==> config.mk <==
export PLATFORM = sky130hd
export DESIGN_NAME = bps_mac
export DESIGN_NICKNAME = d
export VERILOG_FILES = /design/src/rtl/core/bps_mac.sv
export SDC_FILE = /design/constraint.sdc
export NUM_CORES = 2
export LEC_CHECK = 0
export BUFFER_PORTS_ARGS = -buffer_cell sky130_fd_sc_hd__buf_2
export CORE_MARGIN = 4
export CORE_UTILIZATION = 55
export DETAILED_ROUTE_END_ITERATION = 12
export GPL_TIMING_DRIVEN = 0
export PLACE_DENSITY = 0.74
export SYNTH_ARGS = -nofsm -noshare
export SYNTH_HDL_FRONTEND = slang
export SYNTH_SLANG_ARGS = --single-unit
==> constraint.sdc <==
create_clock -name clk_i -period 9.85 [get_ports clk_i]
set_input_delay 1.97 -clock clk_i [delete_from_list [all_inputs] [get_ports clk_i]]
set_output_delay 1.97 -clock clk_i [all_outputs]
set_load 0.005 [all_outputs]
==> src/rtl/core/bps_mac.sv <==
`timescale 1ns / 1ps

module bps_mac (
  input  logic               clk_i,
  input  logic               en_i,
  input  logic signed [31:0] a_i,
  input  logic signed [31:0] b_i,
  output logic signed [31:0] q_o
);

  logic signed [63:0] prod_q;
  logic        [47:0] sh;

  always_ff @(posedge clk_i) begin
    if (en_i) begin
      prod_q <= a_i * b_i;
    end
  end

  // floor shift by 16, then clamp to 32 bits
  assign sh = prod_q[63:16];

  always_comb begin
    if ((&sh[47:31]) || !(|sh[47:31])) begin
      q_o = sh[31:0];
    end else if (sh[47]) begin
      q_o = 32'sh8000_0000;
    end else begin
      q_o = 32'sh7fff_ffff;
    end
  end

endmodule

==> run metrics <==
status=finished clean; Seq cells post-synth=48; Worst path max stage delay=640 ps; Vias/cell=5.72; Final Max Slew Viols=0; fmax=roughly 100 MHz; largest registers=prod_q (48); core footprint=67400 um^2; area of the multi-input gates=31600 um^2; Primary FF master, synth=edfxtp_1; chip width=269 um; Starting DRT DRC Count=2515; register area share after synthesis=0.0384; HP Class=primary input to register; antenna violations before repair=15; Yosys top cell area share=0.576; placed cells=4911; Yosys top cell by area=fa_1; FFs w/ async S/R, synth=0; layout cells sized above 1=0.0677; Max-Cap Viols=0; Area Overhead vs Synth=5.65%; final instance area=39700 um^2; critical-path maximum fanout=10; Final Wtd Congestion=1.04; clk root buf=clkbuf_16; crit share post-route=0.989; worst-case clock buffer depth=2; Mean Syn Cell Area=9.53 um^2; Largest register FFs=48; WP data required=9980 ps; DRT antenna net count=0; largest cells by area after synthesis=fa_1 (58%), inv_1 (9.9%), and2_1 (8.5%); grt ovf=0; TritonCTS clock tree=yes; Critical-path top delay cell=fa_1; arrival time at the worst endpoint=9870 ps; Startpoint Class=primary input; total CTS buffers=5; Post-Syn Nets=approximately 5300; CTS sink count=48; Final HPWL DP=about 110000 um; final core utilization=0.589; Min Hold Slack=2420 ps; Clk pin slew, worst setup/hold paths=70 ps; final hold violation count=0; Worst-Margin Slew=between 1000 and 1500 ps; CP endpoint kind=register; drt pass-1 iters=6; placed cell area=39100 um^2; Tmin final=9740 ps; total track usage=0.348; Worst slew margin=0.260; register area=1440 um^2; Starting Density=0.557; Netlist cell types=59; Die Y=269 um; vias in the first global route=30452; Row Count=95; Die Area=approximately 73000 um^2; hold buffers post-CTS=0; fill count=5969; cells after synthesis=3941; path type of the worst setup path=primary input to register; Synth warnings=0; residual DRC count=0; Post-Syn Area=between 30000 and 40000 um^2; Biggest register=prod_q; RSZ-0062 raised after global routing=yes; Final setup viols=0; final wirelength=124000 um; Ports=98; pin count of the biggest net entering global routing=slightly below 50; DR WL/cell=25.0 um; Port Buffers=97; Post-synth EDFFs=48; first-pass GRT wire length=about 190000 um; nets@finish=approximately 5400; Worst path most repeated cell=fa_1; fin cells=4940; Max H-tree Level=2; Vias=28240
## cell usage in the layout, fill, tap and decap left out, types with 3 or more instances in the layout
master	n
clkbuf_16	5
nand2b_1	10
a221oi_2	3
a21o_1	40
nand3_1	13
diode_2	7
or2_2	3
fa_1	1077
o21ai_0	62
a211o_1	3
o21bai_1	6
xnor2_1	41
and2_1	510
nor3_1	10
o211ai_1	4
xor2_1	19
nor4_1	4
nor2_1	54
nor2b_1	7
buf_2	102
a31oi_1	5
nand4_1	19
clkbuf_4	9
ha_1	180
o21a_1	8
clkinvlp_4	4
edfxtp_1	48
clkbuf_2	113
a21oi_1	54
buf_4	13
fa_2	4
buf_1	3
clkbuf_1	80
inv_1	989
nand2_1	512
## critical path: cells and delay by family
kind | cells | cell delay (ps)
fa+ha+maj | 9 | 4510
compound gates | 7 | 1440
simple gates | 3 | 590
buf+inv | 7 | 1350
## Yosys cell counts (all sizes together), types with 3 or more instances
library cell and count:
a211o 3, a211oi 3, a21boi 4, a21o 40
a21oi 56, a221oi 4, a31oi 6, and2 510
buf 6, clkbuf 205, edfxtp 48, fa 1081
ha 180, inv 994, nand2 513, nand2b 10
nand3 13, nand4 19, nor2 54, nor2b 7
nor3 11, nor4 4, o211ai 6, o21a 8
o21ai 65, o21bai 6, o31ai 3, or2 4
xnor2 41, xor2 19
## metrics by stage
step	worst slack [ps]	setup TNS (ps)
after CTS	2.92	0
after global routing	-10.3	-16.2
after global placement	-1370	-19280
final	109	0
after detailed placement	-1410	-20790
after floorplan	534	0
## final timing paths
kind | endpoint | slack, ps | startpoint | cells after the start
max | prod_q[62]$_DFFE_PP_ | 110 | b_i[17] | 26
min | prod_q[63]$_DFFE_PP_ | 2420 | en_i | 1
## layer usage
| layer | part of all wire | GRT usage | routed length [um] | vias up |
|---|---|---|---|---|
| met4 | 0.10 | 0.251 | 12300 | 8 |
| met2 | 0.45 | 0.547 | 56000 | 1657 |
| met5 | 0.00042 | 0 | 52 | - |
| met1 | 0.35 | 0.431 | 43000 | 14522 |
| li1 | - | - | - | 11497 |
| met3 | 0.10 | 0.0759 | 12300 | 556 |
## repair_timing
item | 4_1_cts | 5_1_grt
gates resized for setup | 90 | 125
hold endpoints to repair | 0 | 0
pin swaps | 1 | 4
setup buffers | 6 | 8
endpoints found under the setup margin | 22 | 19
## area by class of cell
| cell class | instances | area share |
|---|---|---|
| clock inverters | 3 | 0.00117 |
| flip-flops and latches | 48 | 0.0363 |
| multi-input cells | 2688 | 0.797 |
| well taps | 873 | 0.0275 |
| inverters | 994 | 0.0943 |
| plain buffers | 211 | 0.0246 |
| clock buffers | 5 | 0.00315 |
| diodes | 7 | 0.000441 |
| repair buffers | 111 | 0.0156 |
## cell families (layout without fill, tap and decap cells)
logic type | count (synthesis) | in the layout | share of synthesized area
AO/OA/AOI/OAI | 214 | 214 | 0.0372
XOR/XNOR | 60 | 60 | 0.0140
adder cells (fa/ha/maj) | 1261 | 1261 | 0.636
buffers and inverters | 1205 | 1324 | 0.120
flip-flops | 48 | 48 | 0.0384
other | 0 | 7 | 0
AND/OR/NAND/NOR | 1153 | 1153 | 0.154
Power is left out: the tool's default activity adds up to more than one toggle a clock period on the data nets, which glitch-free logic cannot reach.
